===== src/design/sbmf_pkg.sv =====
// sbmf_pkg: shared constants, command types and helper functions for the
// separable binary majority filter. No dependencies.
`timescale 1ns / 1ps

package sbmf_pkg;

  localparam int MAX_W   = 1024;
  localparam int MAX_H   = 1024;
  localparam int WINDOW  = 15;
  localparam int HALF    = WINDOW / 2;
  localparam int LINES   = 2 * HALF + 1;
  localparam int MIN_DIM = 16;

  localparam int COL_W  = $clog2(MAX_W);
  localparam int ROW_W  = $clog2(MAX_H);
  localparam int DIM_W  = 11;
  localparam int LANE_W = $clog2(LINES);
  localparam int PIX_W  = 8;
  localparam int CNT_W  = $clog2(WINDOW + 1);
  localparam int THR_W  = 4;

  localparam int QDEPTH = 4;
  localparam int QPTR_W = $clog2(QDEPTH);
  localparam int QCNT_W = $clog2(QDEPTH + 1);

  localparam int CFG_IDX_W = 2;
  localparam logic [CFG_IDX_W-1:0] CFG_FRAME_WIDTH     = 2'd0;
  localparam logic [CFG_IDX_W-1:0] CFG_FRAME_HEIGHT    = 2'd1;
  localparam logic [CFG_IDX_W-1:0] CFG_BLACK_THRESHOLD = 2'd2;

  localparam logic [DIM_W-1:0] RST_FRAME_WIDTH  = 11'd640;
  localparam logic [DIM_W-1:0] RST_FRAME_HEIGHT = 11'd480;
  localparam logic [THR_W-1:0] RST_THRESHOLD    = 4'd9;

  localparam logic [DIM_W-1:0] MAX_W_D   = DIM_W'(MAX_W);
  localparam logic [DIM_W-1:0] MAX_H_D   = DIM_W'(MAX_H);
  localparam logic [DIM_W-1:0] MIN_DIM_D = DIM_W'(MIN_DIM);

  localparam logic [PIX_W-1:0] PIX_BLACK = 8'd0;
  localparam logic [PIX_W-1:0] PIX_WHITE = 8'd255;

  typedef logic [WINDOW-1:0][PIX_W-1:0] win_t;

  // one entry of the front-to-back queue
  typedef struct packed {
    logic              wr_en;
    logic [COL_W-1:0]  addr;
    logic [LANE_W-1:0] lane;
    logic [PIX_W-1:0]  val;
    logic              sub_en;
    logic              emit;
    logic              interior;
    logic [LANE_W-1:0] self_lane;
    logic              frame_end;
  } cmd_t;

  typedef struct packed {
    logic [QCNT_W-1:0] count;
    logic              full;
    logic              valid;
  } qstat_t;

  function automatic logic [DIM_W-1:0] clamp_dim(input logic [DIM_W-1:0] v,
                                                 input logic [DIM_W-1:0] hi);
    logic [DIM_W-1:0] res;
    res = v;
    if (v < MIN_DIM_D) res = MIN_DIM_D;
    else if (v > hi) res = hi;
    return res;
  endfunction

  function automatic logic [CNT_W-1:0] count_zeros(input win_t v);
    logic [CNT_W-1:0] n;
    n = '0;
    for (int i = 0; i < WINDOW; i++) begin
      if (v[i] == PIX_BLACK) n = n + 1'b1;
    end
    return n;
  endfunction

  function automatic logic [PIX_W-1:0] decide(input logic [CNT_W-1:0] zeros,
                                              input logic [THR_W-1:0] thr);
    return (zeros >= CNT_W'(thr)) ? PIX_BLACK : PIX_WHITE;
  endfunction

  function automatic logic [LANE_W-1:0] lane_inc(input logic [LANE_W-1:0] x);
    return (x == LANE_W'(LINES - 1)) ? '0 : x + 1'b1;
  endfunction

  // line of the row HALF rows above, modulo the line count
  function automatic logic [LANE_W-1:0] lane_back(input logic [LANE_W-1:0] x);
    return (x >= LANE_W'(HALF)) ? x - LANE_W'(HALF) : x + LANE_W'(HALF + 1);
  endfunction

endpackage


===== src/design/sbmf_front.sv =====
// sbmf_front: accepts pixel and drain transactions, runs the row pass on a
// shift window and issues line store commands. Depends on sbmf_pkg.
`timescale 1ns / 1ps

module sbmf_front import sbmf_pkg::*; (
  input  logic             clk,
  input  logic             rst_n,
  input  logic [DIM_W-1:0] frame_width,
  input  logic [DIM_W-1:0] frame_height,
  input  logic [THR_W-1:0] threshold,
  input  logic             restart,
  input  logic             in_valid,
  output logic             in_ready,
  input  logic             in_req_type,
  input  logic [PIX_W-1:0] in_pixel_in,
  input  logic             q_full,
  output logic             push,
  output cmd_t             push_cmd
);

  logic [COL_W-1:0]  col_r, out_col_r;
  logic [ROW_W-1:0]  row_r, out_row_r;
  logic [LANE_W-1:0] line_r, prev_line_r, tail_line_r, out_line_r;
  logic              tail_r;
  win_t              win_r;

  logic [DIM_W-1:0]  eff_w, eff_h;
  logic              accept, pix_acc, drn_acc;
  logic [COL_W-1:0]  cur_col;
  logic [ROW_W-1:0]  cur_row;
  logic [LANE_W-1:0] cur_line, cur_prev;
  logic [DIM_W-1:0]  c11, r11, oc11, or11, idx_full;
  win_t              win_sh;
  logic [PIX_W-1:0]  row_val;
  logic              col_ge7, col_ge14, last_px, row_end;
  cmd_t              pix_cmd, drn_cmd;

  assign eff_w = clamp_dim(frame_width, MAX_W_D);
  assign eff_h = clamp_dim(frame_height, MAX_H_D);

  assign in_ready = !q_full;
  assign accept   = in_valid && in_ready;
  assign pix_acc  = accept && !in_req_type;
  assign drn_acc  = accept && in_req_type;

  // a pixel arriving while a tail is pending starts a new frame
  assign cur_col  = tail_r ? '0 : col_r;
  assign cur_row  = tail_r ? '0 : row_r;
  assign cur_line = tail_r ? '0 : line_r;
  assign cur_prev = tail_r ? LANE_W'(LINES - 1) : prev_line_r;

  assign c11  = DIM_W'(cur_col);
  assign r11  = DIM_W'(cur_row);
  assign oc11 = DIM_W'(out_col_r);
  assign or11 = DIM_W'(out_row_r);

  assign win_sh   = {in_pixel_in, win_r[WINDOW-1:1]};
  assign row_val  = decide(count_zeros(win_sh), threshold);
  assign col_ge7  = cur_col >= COL_W'(HALF);
  assign col_ge14 = cur_col >= COL_W'(2 * HALF);
  assign row_end  = c11 == eff_w - DIM_W'(1);
  assign last_px  = row_end && (r11 == eff_h - DIM_W'(1));

  // each pixel finalizes the pixel HALF positions back, which is also the
  // bottom row of the column window emitted on this transaction
  always_comb begin
    pix_cmd.wr_en     = col_ge7 || (cur_row != '0);
    pix_cmd.addr      = col_ge7 ? cur_col - COL_W'(HALF)
                                : COL_W'(c11 + eff_w - DIM_W'(HALF));
    pix_cmd.lane      = col_ge7 ? cur_line : cur_prev;
    pix_cmd.val       = col_ge14 ? row_val : win_sh[HALF];
    pix_cmd.sub_en    = pix_cmd.wr_en;
    pix_cmd.emit      = col_ge7 ? (cur_row >= ROW_W'(HALF))
                                : (cur_row >= ROW_W'(HALF + 1));
    pix_cmd.interior  = col_ge7 ? (cur_row >= ROW_W'(2 * HALF))
                                : (cur_row >= ROW_W'(2 * HALF + 1));
    pix_cmd.self_lane = lane_back(pix_cmd.lane);
    pix_cmd.frame_end = 1'b0;
  end

  // tail: the last row's right edge never reached the line store, take it
  // from the window instead
  assign idx_full = oc11 + DIM_W'(WINDOW) - eff_w;

  always_comb begin
    drn_cmd.wr_en     = 1'b0;
    drn_cmd.addr      = out_col_r;
    drn_cmd.lane      = tail_line_r;
    drn_cmd.val       = win_r[idx_full[LANE_W-1:0]];
    drn_cmd.sub_en    = oc11 >= eff_w - DIM_W'(HALF);
    drn_cmd.emit      = 1'b1;
    drn_cmd.interior  = or11 == eff_h - DIM_W'(HALF + 1);
    drn_cmd.self_lane = out_line_r;
    drn_cmd.frame_end = (oc11 == eff_w - DIM_W'(1)) && (or11 == eff_h - DIM_W'(1));
  end

  assign push     = pix_acc ? pix_cmd.wr_en : (drn_acc && tail_r);
  assign push_cmd = pix_acc ? pix_cmd : drn_cmd;

  always_ff @(posedge clk) begin
    if (!rst_n) begin
      col_r       <= '0;
      row_r       <= '0;
      line_r      <= '0;
      prev_line_r <= LANE_W'(LINES - 1);
      tail_r      <= 1'b0;
      tail_line_r <= '0;
      out_col_r   <= '0;
      out_row_r   <= '0;
      out_line_r  <= '0;
      win_r       <= '0;
    end else if (restart) begin
      col_r       <= '0;
      row_r       <= '0;
      line_r      <= '0;
      prev_line_r <= LANE_W'(LINES - 1);
      tail_r      <= 1'b0;
    end else if (pix_acc) begin
      win_r <= win_sh;
      if (last_px) begin
        col_r       <= '0;
        row_r       <= '0;
        line_r      <= '0;
        prev_line_r <= LANE_W'(LINES - 1);
        tail_r      <= 1'b1;
        tail_line_r <= cur_line;
        out_col_r   <= COL_W'(eff_w - DIM_W'(HALF));
        out_row_r   <= ROW_W'(eff_h - DIM_W'(HALF + 1));
        out_line_r  <= lane_back(cur_line);
      end else if (row_end) begin
        col_r       <= '0;
        row_r       <= cur_row + 1'b1;
        line_r      <= lane_inc(cur_line);
        prev_line_r <= cur_line;
        tail_r      <= 1'b0;
      end else begin
        col_r       <= cur_col + 1'b1;
        row_r       <= cur_row;
        line_r      <= cur_line;
        prev_line_r <= cur_prev;
        tail_r      <= 1'b0;
      end
    end else if (drn_acc && tail_r) begin
      if (drn_cmd.frame_end) begin
        tail_r <= 1'b0;
      end else if (oc11 == eff_w - DIM_W'(1)) begin
        out_col_r  <= '0;
        out_row_r  <= out_row_r + 1'b1;
        out_line_r <= lane_inc(out_line_r);
      end else begin
        out_col_r <= out_col_r + 1'b1;
      end
    end
  end

endmodule


===== config.mk =====
export PLATFORM = sky130hd
export DESIGN_NAME = sbmf_front
export DESIGN_NICKNAME = d
export VERILOG_FILES = /design/src/design/sbmf_pkg.sv /design/src/design/sbmf_front.sv
export SDC_FILE = /design/constraint.sdc
export NUM_CORES = 1
export LEC_CHECK = 0
export BUFFER_PORTS_ARGS = -buffer_cell sky130_fd_sc_hd__clkbuf_2
export CAP_MARGIN = 10
export CORE_ASPECT_RATIO = 1.75
export CORE_MARGIN = 2
export CORE_UTILIZATION = 35
export CTS_BUF_LIST = sky130_fd_sc_hd__clkbuf_4
export DETAILED_ROUTE_END_ITERATION = 10
export GPL_TIMING_DRIVEN = 0
export HOLD_SLACK_MARGIN = 0.03
export PLACE_DENSITY = 0.59
export SYNTH_ARGS = -nofsm -noshare
export SYNTH_HDL_FRONTEND = slang
export SYNTH_SLANG_ARGS = --single-unit

===== constraint.sdc =====
create_clock -name clk -period 8.85 [get_ports clk]
set_input_delay 1.3275 -clock clk [delete_from_list [all_inputs] [get_ports clk]]
set_output_delay 1.3275 -clock clk [all_outputs]
set_load 0.1 [all_outputs]

==> flow_summary.ini <==
[setup_path]
r2r-start = tail_r
startpoint_type = flip-flop
cpMaxStageDelayCell = dfxtp_4
cp_max_fo = 8
cp.arrival_ns = 9.05
max_stage_delay_ns = 0.39
setup.worst_path.start = win_r[12]
crit_required_ns = 7.52
crit_type = flip-flop to primary output
crit_top_cell = ha_4
worstSetupEndpointType = primary output
crit_family = adder cells
critPathBufInv = 6

[route]
wl_per_cell_um = 19.6
firstDrtPassIters = 6
drc = 0
avgViaCountPerCell = 5.69
antenna_left = 0
vias = 14000
routed_wl_um = 48200
drt_iter0_drc = 918

[timing]
skew_ns = 0.0231
period_needed_ns = 10.38
maxSlewViolCount = 0
worst_slew_pin_slew_ns = 1.18
hold_violations = 0
fin_ws_ns = -1.53
finalSetupViolCount = 8
relSlewSlack = 0.216
rsz0062_at_grt = yes
fmax_mhz = 96.3
min_period_over_period = 1.17

[die]
die_w_um = 153
die_h_um = 265
initial_core_util = 0.355
rows = 95
die_area_um2 = 40600
ios = 73
core_um2 = 38400

[finish]
fillers = 3955
area_growth_pct = 17.0
layout_commonest_cell = nand2_1
layout_common_cells = nand2_1 (393), a21oi_1 (191), dfxtp_1 (165)
drive_gt1_frac = 0.160
fin_cells = 2459
final_nets = 2063

[clock_network]
cts_tree = yes
clockBufferDepth = 2
path_clk_slew_ns = 0.15
cts-root-buf = clkbuf_4
htreeDepth = 4
postCtsHoldBufs = 0
clkLatencyLatePin_ns = 0.65
clock_sinks = 177
numCtsBuffers = 17

[status]
violations = setup timing
run_status = complete, but fails checks

[yosys]
synth_area_um2 = 13600
async_flop_share = 0
ys_ff_latch = 177
avgSynthCellArea_um2 = 7.44
synth_edf_count = 0
yosys_most_used_dff = dfxtp_1
syn_inst = 1833
ys_types = 100
ys_seq_area_frac = 0.260
synth_nets = 1937
yosysWarnings = 0
synth_top_area_share = 0.260
synth_top_area_cell = dfxtp_1
synth_area_leaders = dfxtp_1 (26%), nand2_1 (11%), a21oi_1 (7.7%), ha_1 (5.7%), xnor2_1 (5.1%)

[pwr]
p_leak_nw = 5.84
p_per_area_nw_per_um2 = 98.3
ir_worst_vdd_v = 0.0000611
total_power_mw = 1.57

[min_path]
min_from = win_r[7]
hold_class = flip-flop to flip-flop

[placement]
port_buffers = 64
place_inst = 2384
dp_hpwl_um = 38300
gp_congestion = 0.930

[global_route]
grt_usage = 0.230
grt_max_degree = 17
grt_pass1_wl_um = 73700
gr-total-overflow = 0
antenna_found_initial = 2
grt_pass1_vias = 13600

[flow_run]
drv_cap = 0
-- stage by stage --
| step | setup slack [ns] | util | setup TNS, ns | area [um2] | hold slack [ns] |
|---|---|---|---|---|---|
| finish | -1.53 | 0.416 | -12.16 | 16000 | 0.472 |
| global route | -1.89 | 0.416 | -15.02 | 16000 | 0.491 |
| CTS | -1.43 | 0.411 | -11.39 | 15800 | 0.469 |
| detailed placement | -2.20 | 0.385 | -17.12 | 14800 | 0.451 |
| global placement | -2.08 | 0.385 | -16.15 | 14800 | 0.444 |
| floorplan | -0.562 | - | -4.03 | 13900 | 0.433 |
-- what timing repair did --
item,in CTS,in global routing
setup endpoints to repair,8,8
gates cloned,0,0
pin swaps,39,34
buffers inserted,31,10
resized for setup,79,26
endpoints found under the hold margin,0,0
-- cell usage after synthesis (29+ instances only) --
library cell / instances
dfxtp_1: 177
a21oi_1: 210
inv_1: 61
o21ai_0: 84
nor4_1: 35
nand3_1: 51
nor3_1: 29
ha_1: 62
xor2_1: 38
xnor2_1: 79
nand2_1: 395
nor2_1: 113
clkbuf_1: 99
-- cell families (layout without fill, tap and decap cells) --
kind of cell               Yosys count  count (layout)  share of synthesized area
AOI/OAI and AO/OA                  473             473                      0.219
adders and majority gates           64              64                     0.0598
xor gates and xnor gates           126             126                     0.0894
muxes                               62              62                     0.0685
buffers and inverters              183             322                     0.0529
and+or+nand+nor                    748             748                      0.250
other                                0               2                          0
DFF                                177             177                      0.260
-- per-layer routing --
metal  global-route usage  up-vias  wire (um)
li1                     -     6733          -
met1                0.217     6667      16600
met2                0.448      448      26300
met3               0.0288      155       1580
met4                0.167        0       3600
met5                    0        -          0
-- final cells by class --
type                       count  area [um2]  area share
sequential                   177        3570       0.224
antenna                        2        5.00    0.000314
tap                          485         607      0.0380
clock inverter                13         114     0.00714
multi-input combinational   1473        9960       0.624
timing repair buffer         107         833      0.0522
buffer                       119         482      0.0302
clock buffer                  19         143     0.00894
inverter                      64         240      0.0151
-- path summary, 6_finish.rpt --
path                  endpoint  slack, ns  cells after the start
setup / recovery  push_cmd[10]      -1.53                     45
hold / removal        win_r[7]       0.47                      2
setup reg to reg  out_row_r[9]       4.39                     13
hold reg to reg       win_r[7]       0.47                      2
-- where the power goes --
group	switching, mW	leakage [nW]	internal [mW]
clock	0.309	0.140	0.146
combinational	0.215	4.26	0.101
sequential	0.00112	1.43	0.796
total	0.525	5.84	1.04
-- sequential cells by signal, indices dropped and copies added, names as in the netlist --
name         count
out_line_r       4
prev_line_r      4
out_row_r       10
tail_r           1
line_r           4
tail_line_r      4
col_r           10
out_col_r       10
win_r          120
row_r           10
-- worst register-to-register path, cell delays in order (launching register included) --
cell	delay [ns]
dfxtp_1	0.44
inv_1	0.12
clkbuf_1	0.55
nand2_1	0.26
ha_1	0.37
o211ai_1	0.11
nor4_1	0.42
o211ai_1	0.37
buf_2	0.34
o31ai_4	0.58
nand3_4	0.27
buf_6	0.26
o211ai_2	0.18
o31ai_2	0.08
(Power assumes the default switching activity.)
