## config.mk

```make
export PLATFORM = sky130hd
export DESIGN_NAME = sbmf_queue
export DESIGN_NICKNAME = d
export VERILOG_FILES = /design/src/design/sbmf_pkg.sv /design/src/design/sbmf_queue.sv
export SDC_FILE = /design/constraint.sdc
export NUM_CORES = 1
export LEC_CHECK = 0
export BUFFER_PORTS_ARGS = -buffer_cell sky130_fd_sc_hd__clkbuf_2
export CORE_ASPECT_RATIO = 1.1
export CORE_UTILIZATION = 33
export CTS_BUF_LIST = sky130_fd_sc_hd__clkbuf_4 sky130_fd_sc_hd__clkbuf_8 sky130_fd_sc_hd__clkbuf_16
export DETAILED_ROUTE_END_ITERATION = 10
export GPL_TIMING_DRIVEN = 0
export SYNTH_ARGS = -nofsm -noshare
export SYNTH_HDL_FRONTEND = slang
export SYNTH_SLANG_ARGS = --single-unit
```

## constraint.sdc

```tcl
create_clock -name clk -period 1.65 [get_ports clk]
set_input_delay 0.2475 -clock clk [delete_from_list [all_inputs] [get_ports clk]]
set_output_delay 0.2475 -clock clk [all_outputs]
set_load 0.01 [all_outputs]
```

## src/design/sbmf_pkg.sv

```systemverilog
// sbmf_pkg: shared constants, command types and helper functions for the
// separable binary majority filter. No dependencies.
`timescale 1ns / 1ps

package sbmf_pkg;

  localparam int MAX_W   = 1024;
  localparam int MAX_H   = 1024;
  localparam int WINDOW  = 15;
  localparam int HALF    = WINDOW / 2;
  localparam int LINES   = 2 * HALF + 1;
  localparam int MIN_DIM = 16;

  localparam int COL_W  = $clog2(MAX_W);
  localparam int ROW_W  = $clog2(MAX_H);
  localparam int DIM_W  = 11;
  localparam int LANE_W = $clog2(LINES);
  localparam int PIX_W  = 8;
  localparam int CNT_W  = $clog2(WINDOW + 1);
  localparam int THR_W  = 4;

  localparam int QDEPTH = 4;
  localparam int QPTR_W = $clog2(QDEPTH);
  localparam int QCNT_W = $clog2(QDEPTH + 1);

  localparam int CFG_IDX_W = 2;
  localparam logic [CFG_IDX_W-1:0] CFG_FRAME_WIDTH     = 2'd0;
  localparam logic [CFG_IDX_W-1:0] CFG_FRAME_HEIGHT    = 2'd1;
  localparam logic [CFG_IDX_W-1:0] CFG_BLACK_THRESHOLD = 2'd2;

  localparam logic [DIM_W-1:0] RST_FRAME_WIDTH  = 11'd640;
  localparam logic [DIM_W-1:0] RST_FRAME_HEIGHT = 11'd480;
  localparam logic [THR_W-1:0] RST_THRESHOLD    = 4'd9;

  localparam logic [DIM_W-1:0] MAX_W_D   = DIM_W'(MAX_W);
  localparam logic [DIM_W-1:0] MAX_H_D   = DIM_W'(MAX_H);
  localparam logic [DIM_W-1:0] MIN_DIM_D = DIM_W'(MIN_DIM);

  localparam logic [PIX_W-1:0] PIX_BLACK = 8'd0;
  localparam logic [PIX_W-1:0] PIX_WHITE = 8'd255;

  typedef logic [WINDOW-1:0][PIX_W-1:0] win_t;

  // one entry of the front-to-back queue
  typedef struct packed {
    logic              wr_en;
    logic [COL_W-1:0]  addr;
    logic [LANE_W-1:0] lane;
    logic [PIX_W-1:0]  val;
    logic              sub_en;
    logic              emit;
    logic              interior;
    logic [LANE_W-1:0] self_lane;
    logic              frame_end;
  } cmd_t;

  typedef struct packed {
    logic [QCNT_W-1:0] count;
    logic              full;
    logic              valid;
  } qstat_t;

  function automatic logic [DIM_W-1:0] clamp_dim(input logic [DIM_W-1:0] v,
                                                 input logic [DIM_W-1:0] hi);
    logic [DIM_W-1:0] res;
    res = v;
    if (v < MIN_DIM_D) res = MIN_DIM_D;
    else if (v > hi) res = hi;
    return res;
  endfunction

  function automatic logic [CNT_W-1:0] count_zeros(input win_t v);
    logic [CNT_W-1:0] n;
    n = '0;
    for (int i = 0; i < WINDOW; i++) begin
      if (v[i] == PIX_BLACK) n = n + 1'b1;
    end
    return n;
  endfunction

  function automatic logic [PIX_W-1:0] decide(input logic [CNT_W-1:0] zeros,
                                              input logic [THR_W-1:0] thr);
    return (zeros >= CNT_W'(thr)) ? PIX_BLACK : PIX_WHITE;
  endfunction

  function automatic logic [LANE_W-1:0] lane_inc(input logic [LANE_W-1:0] x);
    return (x == LANE_W'(LINES - 1)) ? '0 : x + 1'b1;
  endfunction

  // line of the row HALF rows above, modulo the line count
  function automatic logic [LANE_W-1:0] lane_back(input logic [LANE_W-1:0] x);
    return (x >= LANE_W'(HALF)) ? x - LANE_W'(HALF) : x + LANE_W'(HALF + 1);
  endfunction

endpackage

```

## src/design/sbmf_queue.sv

```systemverilog
// sbmf_queue: short command queue between the front and back of the
// filter. Depends on sbmf_pkg for cmd_t and the depth.
`timescale 1ns / 1ps

module sbmf_queue import sbmf_pkg::*; (
  input  logic   clk,
  input  logic   rst_n,
  input  logic   push,
  input  cmd_t   push_cmd,
  input  logic   pop,
  output cmd_t   head,
  output qstat_t stat
);

  cmd_t              entry_r [QDEPTH];
  logic [QPTR_W-1:0] wr_ptr_r, rd_ptr_r;
  logic [QCNT_W-1:0] count_r;

  assign head       = entry_r[rd_ptr_r];
  assign stat.count = count_r;
  assign stat.full  = count_r == QCNT_W'(QDEPTH);
  assign stat.valid = count_r != '0;

  always_ff @(posedge clk) begin
    if (push) entry_r[wr_ptr_r] <= push_cmd;
  end

  always_ff @(posedge clk) begin
    if (!rst_n) begin
      wr_ptr_r <= '0;
      rd_ptr_r <= '0;
      count_r  <= '0;
    end else begin
      if (push) wr_ptr_r <= wr_ptr_r + 1'b1;
      if (pop) rd_ptr_r <= rd_ptr_r + 1'b1;
      if (push && !pop) count_r <= count_r + 1'b1;
      else if (pop && !push) count_r <= count_r - 1'b1;
    end
  end

endmodule

```

==> results of run 1 <==
logic make-up (layout without fill, tap and decap cells):
kind of cell	Yosys count	after routing	share of synthesized area, %
mux	33	33	14.7
flops	133	133	79.3
xor+xnor	5	5	0.890
simple gates	15	15	1.88
fa+ha+maj	6	6	1.68
buf+inv	10	113	1.30
compound gates	2	2	0.254
through the flow:
step	util [%]	power [W]	TNS, ps	worst slack, ps
6_report	42.5	0.00852	-6700	-245
5_1_grt	42.5	0.00884	-8930	-313
4_1_cts	42.5	0.00863	-7950	-289
3_5_place_dp	38.0	0.00478	-11040	-128
3_3_place_gp	38.0	0.00476	-7620	-71.6
2_1_floorplan	-	0.00445	0	126
final timing paths:
kind                                    to  slack [ps]  cells past startpoint
hold / removal    entry_r[0][11]$_DFFE_PP_          50                      1
setup / recovery                  head[24]        -250                      3
hold reg to reg    count_r[2]$_SDFFE_PN0P_         520                      2
setup reg to reg   count_r[2]$_SDFFE_PN0P_         150                      4
worst max-delay path, stage by stage, from the launching register on:
cell and delay (ps):
dfxtp_4 400, buf_12 160, mux4_2 530, clkbuf_2 150
cells in the mapped netlist (2+ instances only):
cell and instances:
inv_1 4, or3_1 2, ha_1 5, xnor2_1 2, edfxtp_1 124, and2_1 9
buf_6 3, xor2_1 3, nor2b_1 2, dfxtp_1 9, mux2i_1 2, buf_2 3
mux4_2 30
per-layer routing:
layer	routed length, um	up-vias	part of all wire [%]
met5	0	-	0
met4	133	0	1.6
met3	399	13	4.7
met2	4410	54	52
met1	3550	1174	42
li1	-	1030	-
registers in the layout, summed over array words and instances (netlist names), named ones only:
register  flops
count_r       3
entry_r     124
rd_ptr_r      2
wr_ptr_r      2
report_power, final:
group          leakage [nW]  switching (W)  internal (W)
clock                 0.288        0.00142       0.00238
sequential             1.21      0.0000595       0.00387
combinational         0.648       0.000399      0.000385
repair_timing:
action | CTS | global route
gates cloned | 0 | 0
resized for setup | 13 | 5
endpoints found under the hold margin | 0 | 0
buffers inserted | 1 | 0
endpoints found under the setup margin | 155 | 32
layout make-up:
class | instances | share of cell area [%]
flip-flops and latches | 133 | 63.4
multi-input cells | 61 | 15.6
clock buffers | 17 | 6.90
repair buffers | 71 | 5.91
well taps | 192 | 3.90
clock inverters | 15 | 2.90
plain buffers | 6 | 1.22
inverters | 4 | 0.244
==> key figures, run 1 <==
Floorplan
  • Die width: 118 um
  • Core Area: 14500 um^2
  • Row count: 46
  • # IOs: 71
  • Initial core utilization: 33.9%
  • DIE AREA: 15400 um^2
  • Die Span Y: 130 um

Clock network
  • Worst-path clk slew: 60 ps
  • CTS buffer count: 17
  • CTS tree: built
  • CTS root buffer: clkbuf_16
  • # hold bufs at CTS: 0
  • H-tree lvl count: 4
  • Worst-Skew Late Latency: 410 ps
  • Clock Tree Buf Depth: 2
  • # clock sinks: 133

Placement
  • Placed insts: 466
  • Placed wire-length estimate: 4950 um
  • Port-buffer cells: 70
  • Placer congestion estimate: 0.602
  • Placed cell areas: 5520 um^2

Timing
  • Tcrit/Tclk final: 115%
  • Fin Hold WS: 54.6 ps
  • Post-Route Skew: 5.55 ps
  • Final worst slack: -245 ps
  • Fmax: 0.528 GHz
  • Slew @ Worst Pin: 519 ps
  • Final setup violation count: 31
  • Final Hold Viols: 0
  • Final min period: 1900 ps
  • Slew Viols, Final: 0
  • Max_slew headroom: 65.4%
  • Unrepaired setup endpoints after global routing: yes

Global routing
  • Largest net degree at the start of global routing: 32
  • Grt ovf: 0
  • Routing usage on met3: 4.28%
  • GRT Max-Usage Layer: met2
  • Met2 GRT Util: 20.5%
  • First-pass GRT wire length: 13200 um
  • GRT met1 Usage: 13.7%
  • Tot GR Track Use: 12.1%
  • Number of global-route vias before repair: 2419
  • Initial antenna violation count: 0

Layout
  • # diodes: 0
  • Commonest non-fill, non-tap cell in the layout: edfxtp_1
  • Fill cells: 1325
  • Post-route cell area: 6170 um^2
  • Share of layout cells above drive strength 1: 46.9%
  • P&R area growth vs syn: 25.3%
  • Multi-input logic area: 960 um^2
  • Flip-flop and latch area: 3910 um^2
  • Most frequent cells in the layout: edfxtp_1, clkbuf_2, mux4_2
  • Finished Layout Cells: 499
  • # nets final: 335

Synthesis
  • Synth top area cells: edfxtp_1, mux4_2, dfxtp_1, ha_1, and2_1
  • YS warnings: 0
  • Number of synthesized flops with an enable pin: 124
  • Synth unique cells: 19
  • Synth top area share: 75.7%
  • Ys async rst share: 0%
  • Net Count, Synth: 245
  • Mapped Cells: 204
  • FF+latch count, synth: 133
  • Mapped cell area: 4920 um^2
  • Sequential-to-total area share from yosys stat: 79.3%
  • Cell taking the most area after synthesis: edfxtp_1
  • Top FF cell, synth: edfxtp_1
  • Syn_area_per_cell: 24.1 um^2

Critical path
  • Required time of the critical path: 1400 ps
  • Class of the most critical setup path: reg -> out
  • Crit path DAT: 1650 ps
  • Crit path launch type: flop
  • Max FO, Critical Path: 10
  • Worst setup EP type: output port
  • Reg2Reg Launch Point: count_r[0]$_SDFFE_PN0P_

Power
  • Worst VDD drop: 0.000692 V
  • LEAKAGE: 2.15 nW
  • Power Density: 1380 nW/um^2

Run status
  • Failing checks: negative setup slack
  • Outcome: finished, violations left

Routing
  • WL per Instance: 17.0 um
  • Number of remaining DRC errors: 0
  • Via/cell ratio: 4.55
  • Via count: 2271
  • DRT iter0 DRCs: 115
  • Final ANT Viol Nets: 0
  • Routed wire length: 8490 um
  • TritonRoute pass-1 iters: 4

Min path
  • Worst hold path class: in -> reg
  • Hold wc startpoint: push_cmd[11]

Flow run
  • Max cap viols: 0
No activity file was read; power rests on OpenSTA's default activity.
==> run 2: changes to the inputs <==
Settings changed: PLACE_DENSITY from default to 0.62.
==> key figures, run 2 (synthesized netlist as in run 1, its figures left out) <==
Min path
  • Worst hold path class: in -> reg
  • Hold wc startpoint: push_cmd[23]
  • Hold Crit Depth: 1
  • WHS Endpoint: entry_r[0][23]$_DFFE_PP_

Run status
  • Failing checks: negative setup slack
  • Outcome: finished, violations left

Floorplan
  • Die Span Y: 130 um
  • Core Area: 14500 um^2
  • Die width: 118 um
  • # IOs: 71
  • Row count: 46
  • Initial core utilization: 33.9%
  • DIE AREA: 15400 um^2

Timing
  • Unrepaired setup endpoints after global routing: yes
  • Post-Route Skew: 4.02 ps
  • Fmax: 0.527 GHz
  • Final Hold Viols: 0
  • Tcrit/Tclk final: 115%
  • Slew @ Worst Pin: 530 ps
  • Final worst slack: -247 ps
  • Slew Viols, Final: 0
  • Final min period: 1900 ps
  • Fin Hold WS: 51.2 ps
  • Max_slew headroom: 64.7%
  • Final setup violation count: 31

Layout
  • Largest register FFs: 124
  • Top Registers: entry_r: 124 flops, count_r: 3 flops
  • Flip-flop and latch area: 3910 um^2
  • P&R area growth vs syn: 26.2%
  • Most flops, register: entry_r
  • Fill cells: 1309
  • # nets final: 335
  • Commonest non-fill, non-tap cell in the layout: edfxtp_1
  • Share of layout cells above drive strength 1: 46.1%
  • Multi-input logic area: 960 um^2
  • Most frequent cells in the layout: edfxtp_1, clkbuf_2, mux4_2
  • Post-route cell area: 6210 um^2
  • # diodes: 0

Global routing
  • Grt ovf: 0
  • Number of global-route vias before repair: 2391
  • Largest net degree at the start of global routing: 32
  • Tot GR Track Use: 12.4%
  • First-pass GRT wire length: 13200 um
  • Initial antenna violation count: 0

Clock network
  • H-tree lvl count: 4
  • CTS tree: built
  • Worst-Skew Late Latency: 410 ps
  • CTS root buffer: clkbuf_16
  • Clock Tree Buf Depth: 2
  • # clock sinks: 133
  • CTS buffer count: 17
  • Worst-path clk slew: 60 ps

Routing
  • WL per Instance: 17.2 um
  • Via count: 2257
  • Final ANT Viol Nets: 0
  • Number of remaining DRC errors: 0
  • Routed wire length: 8570 um
  • TritonRoute pass-1 iters: 4
  • Via/cell ratio: 4.53
  • DRT iter0 DRCs: 78

Critical path
  • Critical path cell sequence: buf_12 > mux4_2 > clkbuf_2
  • R2R cell count: 4
  • Crit-path max cell delay: 520 ps
  • Cell family with most CP delay: multiplexers
  • Crit path DAT: 1650 ps
  • Reg-to-Reg End: count_r[2]$_SDFFE_PN0P_
  • Reg2Reg Launch Point: count_r[0]$_SDFFE_PN0P_
  • Worst setup EP type: output port
  • Class of the most critical setup path: reg -> out
  • Worst-path cell with the longest stage delay: mux4_2
  • Max FO, Critical Path: 10
  • Required time of the critical path: 1400 ps
  • R2R setup slack: 130 ps
  • Critical path buffers and inverters: 2
  • Crit path launch type: flop

Power
  • LEAKAGE: 2.18 nW
  • Power Density: 1420 nW/um^2
  • Worst VDD drop: 0.000515 V

Flow run
  • Max cap viols: 0

Placement
  • Placed cell areas: 5520 um^2
  • Port-buffer cells: 70
  • Placer congestion estimate: 0.659
  • Placed wire-length estimate: 4930 um
-- run 2: cell types whose count changed in the layout (fill, tap and decap cells not counted), sizes merged --
cell	before	now
clkinv	6	7
bufinv	3	6
clkbuf	85	87
inv	7	4
clkinvlp	3	0
buf	9	8
-- run 2: worst register-to-register path, cell delays in order (launching register included) --
cell and delay (ps):
dfxtp_1 360, fa_1 450, xor2_1 170, or3_1 300, a21boi_0 150
-- run 2: area by class of cell --
| class | instances | area share (%) |
|---|---|---|
| Sequential cell | 133 | 62.9 |
| Multi-Input combinational cell | 61 | 15.5 |
| Clock buffer | 18 | 6.97 |
| Timing Repair Buffer | 71 | 5.86 |
| Tap cell | 192 | 3.87 |
| Clock inverter | 13 | 3.40 |
| Buffer | 6 | 1.29 |
| Inverter | 4 | 0.242 |
-- run 2: stage by stage --
stage / setup TNS, ps / cells / power, W / setup WS, ps / utilization (%)
2_1_floorplan: 0 / 204 / 0.00445 / 126 / -
3_3_place_gp: -9200 / 466 / 0.00476 / -87.9 / 38.0
3_5_place_dp: -12940 / 466 / 0.00478 / -123 / 38.0
4_1_cts: -8510 / 497 / 0.00895 / -299 / 42.7
5_1_grt: -9540 / 498 / 0.00915 / -330 / 42.8
6_report: -7020 / 498 / 0.00884 / -247 / 42.8
-- run 2: worst max-delay path by stage --
stage	start	to	slack, ps	cells after the start
after floorplan	pop	count_r[2]$_SDFFE_PN0P_	130	7
after global placement	wr_ptr_r[0]$_SDFFE_PN0P_	entry_r[0][22]$_DFFE_PP_	-90	3
after detailed placement	wr_ptr_r[0]$_SDFFE_PN0P_	entry_r[2][22]$_DFFE_PP_	-120	3
after CTS	flop	head[17]	-300	3
after global routing	flop	head[14]	-330	3
final	flop	head[17]	-250	3
-- run 2: timing repair --
action                                  4_1_cts  5_1_grt
setup buffers                                 0        1
endpoints found under the setup margin      155       31
resized for setup                            12        8
endpoints found under the hold margin         0        0
hold buffers                                  0        0
-- run 2: layer usage --
metal | vias to the layer above | routed length (um) | track usage, %
met1 | 1153 | 3670 | 14.6
met4 | 0 | 180 | 7.15
met2 | 58 | 4340 | 19.7
met5 | - | 0 | 0
li1 | 1032 | - | -
met3 | 14 | 378 | 4.81
-- run 2: where the power goes --
| part | switching (W) | internal, W |
|---|---|---|
| Sequential | 0.0000611 | 0.00387 |
| Combinational | 0.000396 | 0.000386 |
| Clock | 0.00131 | 0.00281 |
